`src/hw/rtl/abz_encoder_angle_speed_unit_assert.svh`:
```
// Assertion macros for the encoder angle and speed unit.
// ABZ_ASSERT_IMP: same-cycle implication, ABZ_ASSERT_NXT: next-cycle implication.
// Both sample on clock and hold off while reset is high.
`ifndef ABZ_ENCODER_ANGLE_SPEED_UNIT_ASSERT_SVH
`define ABZ_ENCODER_ANGLE_SPEED_UNIT_ASSERT_SVH
`ifndef SYNTHESIS
`define ABZ_ASSERT_IMP(label, ante, cons) \
   label: assert property (@(posedge clock) disable iff (reset) (ante) |-> (cons)) \
      else $error("abz check failed");
`define ABZ_ASSERT_NXT(label, ante, cons) \
   label: assert property (@(posedge clock) disable iff (reset) (ante) |=> (cons)) \
      else $error("abz check failed");
`else
`define ABZ_ASSERT_IMP(label, ante, cons)
`define ABZ_ASSERT_NXT(label, ante, cons)
`endif
`endif

```
`src/hw/rtl/abz_pkg.sv`:
```
package abz_pkg;

   // sequencer states
   typedef enum logic [2:0] {
      ST_IDLE,
      ST_FRAC,
      ST_ELEC,
      ST_WRAP,
      ST_SPEED,
      ST_FINISH
   } state_type;

   typedef logic [2:0] csr_index_type;

   // commands (code 3 behaves as an angle update)
   localparam logic [1:0] CMD_ANGLE = 2'd0;
   localparam logic [1:0] CMD_SPEED = 2'd1;
   localparam logic [1:0] CMD_CALIB = 2'd2;

   // calibration phases
   localparam logic [1:0] CAL_IDLE   = 2'd0;
   localparam logic [1:0] CAL_VOTE   = 2'd1;
   localparam logic [1:0] CAL_SETTLE = 2'd2;
   localparam logic [1:0] CAL_BAD    = 2'd3;

   // register indexes
   localparam csr_index_type REG_COUNTS_PER_REV  = 3'd0;
   localparam csr_index_type REG_ANGLE_GAIN      = 3'd1;
   localparam csr_index_type REG_POLE_PAIR_COUNT = 3'd2;
   localparam csr_index_type REG_SPEED_GAIN      = 3'd3;
   localparam csr_index_type REG_SETTLE_STEPS    = 3'd4;

   // serial multiplier geometry
   localparam int MCAND_BITS  = 32;
   localparam int MPLIER_BITS = 25;
   localparam int ACC_BITS    = MCAND_BITS + MPLIER_BITS;

   // multiplier bits walked per operation
   localparam logic [4:0] FRAC_STEPS  = 5'd16;
   localparam logic [4:0] ELEC_STEPS  = 5'd6;
   localparam logic [4:0] WRAP_STEPS  = 5'd8;
   localparam logic [4:0] SPEED_STEPS = 5'd25;

endpackage

```
`src/hw/rtl/abz_encoder_angle_speed_unit.sv`:
```
// Angle, speed and calibration unit for an ABZ quadrature encoder.
// An angle, calibration or spare command runs the angle and electrical multiplies; a speed
// command also runs the wrap and speed multiplies. A new item is taken only once the last
// result has committed to the output register. Every multiply runs on the
// shared bit-serial multiplier, which walks one multiplier bit per cycle.
// Reset (synchronous, active high) loads the register defaults and clears the control and persistent block state.
`include "abz_encoder_angle_speed_unit_assert.svh"

module abz_encoder_angle_speed_unit #(
   parameter int ANGLE_BITS = 16
) (
   input  logic                  clock,
   input  logic                  reset,
   // input item channel
   input  logic                  req_valid,
   output logic                  req_stall,
   input  logic [1:0]            req_command,
   input  logic [15:0]           req_count_value,
   input  logic                  req_count_down,
   input  logic [7:0]            req_wraps_since_last,
   input  logic                  req_index_seen,
   // result item channel
   output logic                  rsp_valid,
   input  logic                  rsp_stall,
   output logic [15:0]           rsp_mech_angle,
   output logic [15:0]           rsp_elec_angle,
   output logic signed [31:0]    rsp_speed_rpm,
   output logic                  rsp_calib_done,
   output logic                  rsp_mount_negative,
   // register write channel
   input  logic                  csr_valid,
   output logic                  csr_ready,
   input  abz_pkg::csr_index_type csr_index,
   input  logic [31:0]           csr_data
);
   import abz_pkg::*;

   // Angle precision: keep the top ANGLE_BITS of the turn fraction, zero the rest.
   localparam int ANGLE_DROP = (ANGLE_BITS >= 16) ? 0 : 16 - ANGLE_BITS;
   localparam logic [15:0] ANGLE_MASK = 16'hFFFF << ANGLE_DROP;

   // configuration registers
   logic [15:0] counts_per_rev_ff;
   logic [31:0] angle_gain_ff;
   logic [5:0]  pole_pair_count_ff;
   logic [31:0] speed_gain_ff;
   logic [15:0] settle_steps_ff;

   // sequencer
   state_type state_ff, state_in;

   // held item fields
   logic [1:0]  cmd_ff, cmd_in;
   logic [15:0] cnt_ff, cnt_in;
   logic        down_ff, down_in;
   logic [7:0]  wraps_ff, wraps_in;
   logic        index_ff, index_in;

   // persistent block state
   logic [15:0]        prev_count_ff, prev_count_in;
   logic signed [15:0] votes_ff, votes_in;
   logic [15:0]        offset_ff, offset_in;
   logic [1:0]         cal_phase_ff, cal_phase_in;
   logic [15:0]        settle_ff, settle_in;

   // bit-serial multiplier: multiplicand, multiplier shift line, accumulator, step count
   logic [MCAND_BITS-1:0]  mcand_ff, mcand_in;
   logic [MPLIER_BITS-1:0] mplier_ff, mplier_in;
   logic [ACC_BITS-1:0]    acc_ff, acc_in;
   logic [4:0]             steps_ff, steps_in;
   logic [MCAND_BITS:0]    acc_sum;
   logic                   mul_busy;

   // working results
   logic [15:0]        mech_ff, mech_in;
   logic [15:0]        elec_ff, elec_in;
   logic signed [31:0] rpm_ff, rpm_in;
   logic               neg_ff, neg_in;

   // output register
   logic               rsp_valid_ff, rsp_valid_in;
   logic [15:0]        rsp_mech_ff, rsp_mech_in;
   logic [15:0]        rsp_elec_ff, rsp_elec_in;
   logic signed [31:0] rsp_rpm_ff, rsp_rpm_in;
   logic               rsp_done_ff, rsp_done_in;
   logic               rsp_mneg_ff, rsp_mneg_in;

   // combinational helpers
   logic [31:0]        frac;
   logic [31:0]        efrac;
   logic [15:0]        elec_raw;
   logic [15:0]        elec_fin;
   logic [23:0]        wrap_prod;
   logic signed [17:0] c_s, p_s, prev_s, base;
   logic signed [25:0] delta, delta_neg;
   logic [24:0]        mag;
   logic [40:0]        q;
   logic               commit;
   logic               req_take;

   assign req_stall          = (state_ff != ST_IDLE);
   assign req_take           = req_valid && !req_stall;
   assign csr_ready          = 1'b1;
   assign rsp_valid          = rsp_valid_ff;
   assign rsp_mech_angle     = rsp_mech_ff;
   assign rsp_elec_angle     = rsp_elec_ff;
   assign rsp_speed_rpm      = rsp_rpm_ff;
   assign rsp_calib_done     = rsp_done_ff;
   assign rsp_mount_negative = rsp_mneg_ff;

   // One multiplier bit per cycle: add the multiplicand into the top of the accumulator
   // when the low multiplier bit is set, then shift the accumulator right.
   assign mul_busy = (steps_ff != 5'd0);
   assign acc_sum  = {1'b0, acc_ff[ACC_BITS-1:MPLIER_BITS]}
                   + (mplier_ff[0] ? {1'b0, mcand_ff} : {(MCAND_BITS + 1){1'b0}});

   // After n steps the product sits at acc >> (MPLIER_BITS - n); pick the low 32 bits.
   assign frac      = acc_ff[40:9];    // count x angle_gain, 16 steps
   assign efrac     = acc_ff[50:19];   // frac x pole pair count, 6 steps
   assign wrap_prod = acc_ff[40:17];   // (wraps - 1) x counts_per_rev, 8 steps
   assign q         = acc_ff[56:16];   // |delta| x speed_gain >> 16, 25 steps

   // Electrical angle: scaled fraction plus offset, mirrored when mounted reversed.
   assign elec_raw = (efrac[31:16] & ANGLE_MASK) + offset_ff;
   assign elec_fin = votes_ff[15] ? (16'd0 - elec_raw) : elec_raw;

   // Count delta, corrected for a wrap of the counter since the last speed update.
   assign c_s    = $signed({2'b00, cnt_ff});
   assign p_s    = $signed({2'b00, counts_per_rev_ff});
   assign prev_s = $signed({2'b00, prev_count_ff});
   always_comb begin
      if (!down_ff) begin
         base = (wraps_ff != 8'd0) ? (c_s + (p_s - prev_s)) : (c_s - prev_s);
      end else begin
         base = (wraps_ff != 8'd0) ? (prev_s + (p_s - c_s)) : (prev_s - c_s);
      end
   end
   assign delta     = {{8{base[17]}}, base} + $signed({2'b00, wrap_prod});
   assign delta_neg = -delta;
   assign mag       = delta[25] ? delta_neg[24:0] : delta[24:0];

   // Result commits once the output register is free or being emptied.
   assign commit = (state_ff == ST_FINISH) && !(rsp_valid_ff && rsp_stall);

   always_comb begin
      state_in      = state_ff;
      cmd_in        = cmd_ff;
      cnt_in        = cnt_ff;
      down_in       = down_ff;
      wraps_in      = wraps_ff;
      index_in      = index_ff;
      prev_count_in = prev_count_ff;
      votes_in      = votes_ff;
      offset_in     = offset_ff;
      cal_phase_in  = cal_phase_ff;
      settle_in     = settle_ff;
      mcand_in      = mcand_ff;
      mplier_in     = mplier_ff;
      acc_in        = acc_ff;
      steps_in      = steps_ff;
      mech_in       = mech_ff;
      elec_in       = elec_ff;
      rpm_in        = rpm_ff;
      neg_in        = neg_ff;
      rsp_valid_in  = rsp_valid_ff && rsp_stall;
      rsp_mech_in   = rsp_mech_ff;
      rsp_elec_in   = rsp_elec_ff;
      rsp_rpm_in    = rsp_rpm_ff;
      rsp_done_in   = rsp_done_ff;
      rsp_mneg_in   = rsp_mneg_ff;

      unique case (state_ff) inside
         ST_IDLE: begin
            if (req_take) begin
               // hold the item and start count x angle_gain
               cmd_in    = req_command;
               cnt_in    = req_count_value;
               down_in   = req_count_down;
               wraps_in  = req_wraps_since_last;
               index_in  = req_index_seen;
               rpm_in    = 32'sd0;
               mcand_in  = angle_gain_ff;
               mplier_in = {9'd0, req_count_value};
               acc_in    = '0;
               steps_in  = FRAC_STEPS;
               state_in  = ST_FRAC;
            end
         end
         ST_FRAC, ST_ELEC, ST_WRAP, ST_SPEED: begin
            if (mul_busy) begin
               // advance one multiplier bit
               acc_in    = {acc_sum, acc_ff[MPLIER_BITS-1:1]};
               mplier_in = mplier_ff >> 1;
               steps_in  = steps_ff - 5'd1;
            end else begin
               acc_in = '0;
               unique case (state_ff)
                  ST_FRAC: begin
                     mech_in   = frac[31:16] & ANGLE_MASK;
                     mcand_in  = frac;
                     mplier_in = {19'd0, pole_pair_count_ff};
                     steps_in  = ELEC_STEPS;
                     state_in  = ST_ELEC;
                  end
                  ST_ELEC: begin
                     elec_in = elec_fin;
                     if (cmd_ff == CMD_SPEED) begin
                        mcand_in  = {16'd0, counts_per_rev_ff};
                        mplier_in = (wraps_ff > 8'd1) ? {17'd0, wraps_ff - 8'd1} : '0;
                        steps_in  = WRAP_STEPS;
                        state_in  = ST_WRAP;
                     end else begin
                        state_in = ST_FINISH;
                     end
                  end
                  ST_WRAP: begin
                     // sign flips for a down count and for a reversed mounting
                     neg_in    = delta[25] ^ down_ff ^ votes_ff[15];
                     mcand_in  = speed_gain_ff;
                     mplier_in = mag;
                     steps_in  = SPEED_STEPS;
                     state_in  = ST_SPEED;
                  end
                  default: begin
                     // saturate to the signed 32-bit range
                     if (neg_ff) begin
                        if ((q[40:32] != 9'd0) || (q[31] && (q[30:0] != 31'd0))) begin
                           rpm_in = 32'sh8000_0000;
                        end else begin
                           rpm_in = $signed(32'd0 - q[31:0]);
                        end
                     end else begin
                        if (q[40:31] != 10'd0) begin
                           rpm_in = 32'sh7FFF_FFFF;
                        end else begin
                           rpm_in = $signed(q[31:0]);
                        end
                     end
                     state_in = ST_FINISH;
                  end
               endcase
            end
         end
         ST_FINISH: begin
            if (commit) begin
               rsp_done_in = 1'b0;
               if (cmd_ff == CMD_SPEED) begin
                  prev_count_in = cnt_ff;
               end else if (cmd_ff == CMD_CALIB) begin
                  unique case (cal_phase_ff)
                     CAL_IDLE: begin
                        settle_in    = 16'd0;
                        offset_in    = 16'd0;
                        cal_phase_in = CAL_VOTE;
                     end
                     CAL_VOTE: begin
                        // saturating direction vote
                        if (down_ff) begin
                           if (votes_ff != 16'sh8000) votes_in = votes_ff - 16'sd1;
                        end else begin
                           if (votes_ff != 16'sh7FFF) votes_in = votes_ff + 16'sd1;
                        end
                        if (index_ff) cal_phase_in = CAL_SETTLE;
                     end
                     CAL_SETTLE: begin
                        if (settle_ff >= settle_steps_ff) begin
                           offset_in    = votes_ff[15] ? elec_ff : (16'd0 - elec_ff);
                           rsp_done_in  = 1'b1;
                           cal_phase_in = CAL_IDLE;
                           settle_in    = 16'd0;
                        end else begin
                           settle_in = settle_ff + 16'd1;
                        end
                     end
                     CAL_BAD: begin
                        cal_phase_in = CAL_IDLE;
                        settle_in    = 16'd0;
                     end
                     default: begin
                        cal_phase_in = CAL_IDLE;
                     end
                  endcase
               end
               rsp_valid_in = 1'b1;
               rsp_mech_in  = mech_ff;
               rsp_elec_in  = elec_ff;
               rsp_rpm_in   = rpm_ff;
               rsp_mneg_in  = votes_in[15];
               state_in     = ST_IDLE;
            end
         end
         default: begin
            state_in = ST_IDLE;
         end
      endcase
   end

   // configuration writes
   always_ff @(posedge clock) begin
      if (reset) begin
         counts_per_rev_ff  <= 16'd4096;
         angle_gain_ff      <= 32'd1048576;
         pole_pair_count_ff <= 6'd1;
         speed_gain_ff      <= 32'd65536;
         settle_steps_ff    <= 16'd30000;
      end else if (csr_valid && csr_ready) begin
         unique case (csr_index)
            REG_COUNTS_PER_REV:  counts_per_rev_ff  <= csr_data[15:0];
            REG_ANGLE_GAIN:      angle_gain_ff      <= csr_data;
            REG_POLE_PAIR_COUNT: pole_pair_count_ff <= csr_data[5:0];
            REG_SPEED_GAIN:      speed_gain_ff      <= csr_data;
            REG_SETTLE_STEPS:    settle_steps_ff    <= csr_data[15:0];
            default: ;
         endcase
      end
   end

   // state register
   always_ff @(posedge clock) begin
      if (reset) begin
         state_ff <= ST_IDLE;
      end else begin
         state_ff <= state_in;
      end
   end

   // control state and persistent block state
   always_ff @(posedge clock) begin
      if (reset) begin
         steps_ff      <= 5'd0;
         rsp_valid_ff  <= 1'b0;
         prev_count_ff <= 16'd0;
         votes_ff      <= 16'sd0;
         offset_ff     <= 16'd0;
         cal_phase_ff  <= CAL_IDLE;
         settle_ff     <= 16'd0;
      end else begin
         steps_ff      <= steps_in;
         rsp_valid_ff  <= rsp_valid_in;
         prev_count_ff <= prev_count_in;
         votes_ff      <= votes_in;
         offset_ff     <= offset_in;
         cal_phase_ff  <= cal_phase_in;
         settle_ff     <= settle_in;
      end
   end

   // payload registers
   always_ff @(posedge clock) begin
      cmd_ff      <= cmd_in;
      cnt_ff      <= cnt_in;
      down_ff     <= down_in;
      wraps_ff    <= wraps_in;
      index_ff    <= index_in;
      mcand_ff    <= mcand_in;
      mplier_ff   <= mplier_in;
      acc_ff      <= acc_in;
      mech_ff     <= mech_in;
      elec_ff     <= elec_in;
      rpm_ff      <= rpm_in;
      neg_ff      <= neg_in;
      rsp_mech_ff <= rsp_mech_in;
      rsp_elec_ff <= rsp_elec_in;
      rsp_rpm_ff  <= rsp_rpm_in;
      rsp_done_ff <= rsp_done_in;
      rsp_mneg_ff <= rsp_mneg_in;
   end

   // an accepted item always starts the angle multiply
   `ABZ_ASSERT_NXT(a_accept_starts, req_take, state_ff == ST_FRAC)
   // the speed multiply runs only for a speed command
   `ABZ_ASSERT_IMP(a_speed_cmd, state_ff == ST_SPEED, cmd_ff == CMD_SPEED)
   // the step count never exceeds the longest multiplier
   `ABZ_ASSERT_IMP(a_steps_bound, 1'b1, steps_ff <= SPEED_STEPS)
   // a stalled result holds back the commit of the next one
   `ABZ_ASSERT_NXT(a_finish_waits, (state_ff == ST_FINISH) && rsp_valid_ff && rsp_stall,
                   state_ff == ST_FINISH)

endmodule
```
`config.mk`:
```
export PLATFORM = sky130hd
export DESIGN_NAME = abz_encoder_angle_speed_unit
export DESIGN_NICKNAME = d
export VERILOG_FILES = /design/src/hw/rtl/abz_pkg.sv /design/src/hw/rtl/abz_encoder_angle_speed_unit.sv
export VERILOG_INCLUDE_DIRS = /design/src /design/src/hw/rtl
export SDC_FILE = /design/constraint.sdc
export NUM_CORES = 1
export LEC_CHECK = 0
export BUFFER_PORTS_ARGS = -buffer_cell sky130_fd_sc_hd__buf_2
export CELL_PAD_IN_SITES_DETAIL_PLACEMENT = 0
export CELL_PAD_IN_SITES_GLOBAL_PLACEMENT = 1
export CORE_ASPECT_RATIO = 0.5
export CORE_MARGIN = 2
export CORE_UTILIZATION = 52
export CTS_CLUSTER_SIZE = 30
export DETAILED_ROUTE_END_ITERATION = 16
export PLACE_DENSITY = 0.82
export REMOVE_ABC_BUFFERS = 1
export SLEW_MARGIN = 25
export SYNTH_ARGS = -nofsm -noshare
export SYNTH_HDL_FRONTEND = slang
export SYNTH_SLANG_ARGS = --single-unit
```
`constraint.sdc`:
```
create_clock -name clock -period 14 [get_ports clock]
set_input_delay 2.8 -clock clock [delete_from_list [all_inputs] [get_ports clock]]
set_output_delay 2.8 -clock clock [all_outputs]
set_load 0.01 [all_outputs]
```
; ---- Yosys cells after proc, flatten, opt, wreduce, memory -nomap -nowiden
; Cells that the tools add are included.
[classes]
n_addsub = 18
n_lt_le_gt_ge = 2
n_eq_ne = 27
muxes = 55
bitwise = 6
reduce_logical = 44
[op_table]
columns = op, count
row1 = two-way mux 32 bit, 10
row2 = two-way mux 16 bit, 10
row3 = case mux 32 bit (2 select lines), 2
row4 = two-way mux 57 bit, 2
row5 = case mux 57 bit (2 select lines), 1
row6 = two-way mux 25 bit, 4
row7 = case mux 32 bit (3 select lines), 1
row8 = case mux 25 bit (3 select lines), 1
row9 = subtractor 16 x 16 -> 17 bit, 4
row10 = case mux 16 bit (2 select lines), 2
row11 = two-way mux 18 bit, 3
row12 = case mux 25 bit (2 select lines), 1
row13 = adder 17 x 17 -> 18 bit, 2
row14 = adder 32 x 32 -> 33 bit, 1
row15 = != test 16 bit (second input constant), 2
row16 = subtractor 1 x 16 -> 16 bit (first input constant), 2
row17 = subtractor 1 x 32 -> 32 bit (first input constant), 1
row18 = nonzero test 31 bit, 1
row19 = adder 18 x 25 -> 26 bit, 1
row20 = negation 25 bit, 1
row21 = case mux 3 bit (3 select lines), 2
row22 = adder 16 x 1 -> 16 bit (second input constant), 1
row23 = adder 16 bit, 1
row24 = adder 16 x 2 -> 16 bit (second input constant), 1
row25 = 45 further kinds, 95
[word_totals]
register_bits = 450
out_inout_bits = 69

; ---- Logic depth before layout (Yosys ltp)
[depth]
ltp_word = 10
mapped_depth = 36
ltp_nobuf = 34

; ---- Least setup slack after synthesis
; Ideal clock, no wire load.
[synth_timing]
path_kind = input -> register
from = in rsp_stall
to = reg settle_ff[11]
arrival_ns = 7.716
required_time_ns = 13.872
slack_ns = 6.157
path_stages = 9
path_buffers = 0
path_cell_list = a21oi_1 -> nand2_1 -> nor2_1 -> nand3_1 -> nor2_1 -> and4_1 -> nand3_1 -> xor2_1 -> nor2_1
[synth_between]
elab_chain_len = 4
[synth_rtl]
columns = item, line_no
row1 = start: declaration, abz_encoder_angle_speed_unit.sv:24  ; input logic rsp_stall,
row2 = logical AND 1 bit, abz_encoder_angle_speed_unit.sv:143  ; assign commit = (state_ff == ST_FINISH) && !(rsp_valid_ff && rsp_stall);
row3 = logical NOT 1 bit, abz_encoder_angle_speed_unit.sv:143
row4 = logical AND 1 bit, abz_encoder_angle_speed_unit.sv:143
row5 = AND reduction 5 bit (no source line), --
row6 = end signal: assignment, abz_encoder_angle_speed_unit.sv:344  ; settle_ff <= settle_in;
row7 = end: declaration, abz_encoder_angle_speed_unit.sv:64  ; logic [15:0] settle_ff, settle_in;
; Every way passes these cells.
; A chain may end at the register's enable or synchronous reset.

; ---- Worst setup path in the final report
[layout_timing]
from = reg prev_count_ff[1]
to = reg mplier_ff[16], data pin
[layout_between]
elab_chain_len = 10
[layout_rtl]
columns = item, line_no
row1 = start: declaration, abz_encoder_angle_speed_unit.sv:60  ; logic [15:0] prev_count_ff, prev_count_in;
row2 = start signal: assignment, abz_encoder_angle_speed_unit.sv:340  ; prev_count_ff <= prev_count_in;
row3 = subtractor 16 x 16 -> 17 bit, abz_encoder_angle_speed_unit.sv:133  ; base = (wraps_ff != 8'd0) ? (c_s + (p_s - prev_s)) : (c_s - prev_s);
row4 = adder 17 x 17 -> 18 bit, abz_encoder_angle_speed_unit.sv:133
row5 = two-way mux 18 bit, abz_encoder_angle_speed_unit.sv:133
row6 = two-way mux 18 bit *, abz_encoder_angle_speed_unit.sv:132  ; if (!down_ff) begin
row7 = adder 18 x 25 -> 26 bit *, abz_encoder_angle_speed_unit.sv:138  ; assign delta = {{8{base[17]}}, base} + $signed({2'b00, wrap_prod});
row8 = negation 25 bit, abz_encoder_angle_speed_unit.sv:139  ; assign delta_neg = -delta;
row9 = two-way mux 25 bit *, abz_encoder_angle_speed_unit.sv:140  ; assign mag = delta[25] ? delta_neg[24:0] : delta[24:0];
row10 = case mux 25 bit (3 select lines) *, abz_encoder_angle_speed_unit.sv:197  ; unique case (state_ff)
row11 = two-way mux 25 bit *, abz_encoder_angle_speed_unit.sv:190  ; if (mul_busy) begin
row12 = case mux 25 bit (2 select lines) *, abz_encoder_angle_speed_unit.sv:172  ; unique case (state_ff) inside
row13 = end signal: assignment, abz_encoder_angle_speed_unit.sv:356  ; mplier_ff <= mplier_in;
row14 = end: declaration, abz_encoder_angle_speed_unit.sv:68  ; logic [MPLIER_BITS-1:0] mplier_ff, mplier_in;
; Mark *: on every way between the ends. The rest lies on a longest branch, timed or not.

==> impl_metrics.env <==
export IMPL_status="completed"
export IMPL_critPathLaunchType="flop"
export IMPL_ctsHoldBuffers=0
export IMPL_synth_edf_count=264
export IMPL_netSwitchingPower_mw=2.71
export IMPL_drt_iter0_drc=1946
export IMPL_syn_area_per_cell_um2=8.89
export IMPL_switching_share_pct=42.9
export IMPL_combPwrFrac_pct=48.2
export IMPL_routed_wl_um=80500
export IMPL_drt_pass1_iterations=5
export IMPL_ctsHtreeMaxLevel=2
export IMPL_numCtsBuffers=43
export IMPL_place_hpwl_um=57300
export IMPL_drc=0
export IMPL_clock_sinks=441
export IMPL_die_x_um=331
export IMPL_core_um2=52400
export IMPL_synth_cell_types=79
export IMPL_rsz0062_at_grt="false"
export IMPL_syn_area_um2=27800
export IMPL_cpPeakStageDelay_ns=0.56
export IMPL_min_period_over_period_pct=58.0
export IMPL_grt_max_degree=78
export IMPL_cp_max_fo=18
export IMPL_antennaDiodeCount=0
export IMPL_first_global_vias=21963
export IMPL_globalplace_congestion=0.928
export IMPL_vias=23523
export IMPL_nets=3475
export IMPL_cts_resized=0
export IMPL_ir_worst_vdd_mv=0.106
export IMPL_arrival_ns=8.45
export IMPL_cts_setup_buffers=0
export IMPL_crit_required_ns=14.33
export IMPL_cts_tree="built"
export IMPL_clk_path_buf_depth=3
export IMPL_hold_class="reg2reg"
export IMPL_grt_pass1_wl_um=125000
export IMPL_worst_pin_slew_ns=1.06
export IMPL_routed_via_density=5.98
export IMPL_cap_violations=0
export IMPL_gr_usage_all_layers_pct=28.7
export IMPL_rows=59
export IMPL_drv_slew=0
export IMPL_gr_total_overflow=0
export IMPL_clk_pin_slew_ns=0.07
export IMPL_synthToLayoutAreaGrowth_pct=9.86
export IMPL_setup_viol_count_final=0
export IMPL_detail_route_antenna_nets=0
export IMPL_async_flop_share_pct=0
export IMPL_yosys_warnings=0
export IMPL_p_leak_nw=12.0
export IMPL_synth_flop_cell="edfxtp_1"
export IMPL_fin_worst_skew_ns=0.0231
export IMPL_ys_seq_area_share_pct=41.2
export IMPL_antenna_found_initial=1
export IMPL_relSlewSlack_pct=29.1
export IMPL_die_area_um2=55500
export IMPL_power_share_clock_pct=18.9
export IMPL_io_pins=137
export IMPL_root_buffer="clkbuf_16"
export IMPL_max_freq_mhz=123
export IMPL_finalCriticalPeriod_ns=8.12
export IMPL_hold_violations=0
export IMPL_p_int_mw=3.61
export IMPL_clk_latency_ns=0.58
export IMPL_cp_end_kind="flop"
export IMPL_power_frac_seq_pct=32.9
export IMPL_synth_cells=3128
export IMPL_slowest_stage="or4_1"
export IMPL_fin_tns_setup_ns=0
export IMPL_portBuffers=135
export IMPL_die_h_um=168
export IMPL_layout_drive_gt1_share_pct=8.75
export IMPL_wl_per_cell_um=20.5
export IMPL_ys_ff_latch=441
export IMPL_start_util_pct=53.1
export IMPL_postLayoutCoreUtil_pct=58.3
export IMPL_crit_type="reg2reg"
export IMPL_powerDensity_nw_per_um2=207
-- layout by cell type, fill, tap and decap left out, drive strengths merged, types with 28 or more instances in the layout --
cell type  instances
ha               198
nand2b            28
a21o              72
and2              44
a21oi            341
nor2b             31
nor2             315
a211oi            30
nor3              56
o21ai            184
mux2i             47
dfxtp            177
xor2              74
nand2            388
or3               41
xnor2            125
nand4             30
a31oi             30
nand3             49
clkbuf            53
buf              171
edfxtp           264
inv              129
-- per-layer routing --
layer | GRT usage [%] | part of all wire, % | vias to the layer above
met1 | 42.5 | 48 | 11334
met3 | 4.34 | 6.7 | 76
met5 | 0 | 0 | -
met4 | 5.31 | 1.7 | 0
li1 | - | - | 11393
met2 | 44.7 | 44 | 720
-- cells in the mapped netlist (36+ instances only) --
cell type / number / area [um2]
mux2i_1: 47 / 470
dfxtp_1: 177 / 3540
clkbuf_1: 125 / 469
and2_1: 44 / 275
edfxtp_1: 264 / 7930
a21oi_1: 340 / 1700
ha_1: 198 / 2480
xnor2_1: 125 / 1090
nor3_1: 55 / 275
nand2_1: 388 / 1460
a21o_1: 72 / 541
nand3_1: 49 / 245
xor2_1: 73 / 639
o21ai_0: 180 / 901
inv_1: 126 / 473
or3_1: 36 / 225
nor2_1: 315 / 1180
-- power by group through the flow --
| stage | combinational (mW) | clock [mW] | sequential, mW |
|---|---|---|---|
| floorplan | 2.16 | 0 | 2.03 |
| global placement | 2.95 | 0 | 2.10 |
| detailed placement | 2.99 | 0 | 2.10 |
| CTS | 3.00 | 1.21 | 2.08 |
| global route | 3.36 | 1.26 | 2.11 |
| finish | 3.05 | 1.19 | 2.08 |
-- logic make-up (layout without fill, tap and decap cells) --
family	Yosys count	count (layout)	share of synthesized area, %
simple gates	1085	1085	18.0
xor+xnor	199	199	6.29
flops	441	441	41.2
buf+inv	271	377	3.72
mux	54	54	2.14
other cells	1	1	0.0135
fa+ha+maj	207	207	9.55
compound gates	870	870	19.0
-- worst max-delay path, delay by kind of cell, from the launching register on --
| kind | cells | cell delay, ns |
|---|---|---|
| adders and majority gates | 3 | 1.09 |
| DFF | 1 | 0.47 |
| buffers and inverters | 3 | 0.76 |
| and+or+nand+nor | 5 | 1.01 |
| AOI/OAI and AO/OA | 18 | 3.88 |
| xor gates and xnor gates | 3 | 0.65 |
-- layout make-up --
type / count / area [um2]
Fill cell: 4728 / 21900
Multi-Input combinational cell: 2416 / 15400
Sequential cell: 441 / 11500
Clock buffer: 53 / 1150
Timing Repair Buffer: 171 / 961
Tap cell: 701 / 877
Inverter: 127 / 477
Clock inverter: 26 / 248
-- sequential cells by signal, indices dropped and copies added (netlist names), 2 cells and up --
name,count
wraps_ff,8
acc_ff,48
votes_ff,16
mcand_ff,32
mplier_ff,25
rsp_mech_angle,16
prev_count_ff,16
cnt_ff,16
cal_phase_ff,2
rpm_ff,32
offset_ff,16
settle_ff,16
steps_ff,5
rsp_elec_angle,16
elec_ff,16
counts_per_rev_ff,16
speed_gain_ff,32
rsp_speed_rpm,32
settle_steps_ff,16
mech_ff,16
cmd_ff,2
state_ff,3
pole_pair_count_ff,6
angle_gain_ff,32
-- metrics by stage --
| step | hold slack [ns] | setup WS (ns) | area (um2) | std cells | power (mW) |
|---|---|---|---|---|---|
| floorplan | 0.400 | 6.16 | 27300 | 2984 | 4.19 |
| global placement | 0.403 | 6.17 | 29100 | 3855 | 5.05 |
| finish | 0.400 | 5.88 | 30600 | 3935 | 6.32 |
| CTS | 0.405 | 5.94 | 30500 | 3934 | 6.29 |
| global route | 0.401 | 5.28 | 30600 | 3935 | 6.73 |
| detailed placement | 0.405 | 5.96 | 29100 | 3855 | 5.09 |
-- final timing paths --
check                         from                to  slack (ns)  cells past startpoint
setup / recovery  prev_count_ff[1]     mplier_ff[16]        5.88                     32
setup reg to reg  prev_count_ff[1]     mplier_ff[16]        5.88                     32
hold / removal           rpm_ff[8]  rsp_speed_rpm[8]        0.40                      0
hold reg to reg          rpm_ff[8]  rsp_speed_rpm[8]        0.40                      0
No activity file was read; power rests on OpenSTA's default activity.
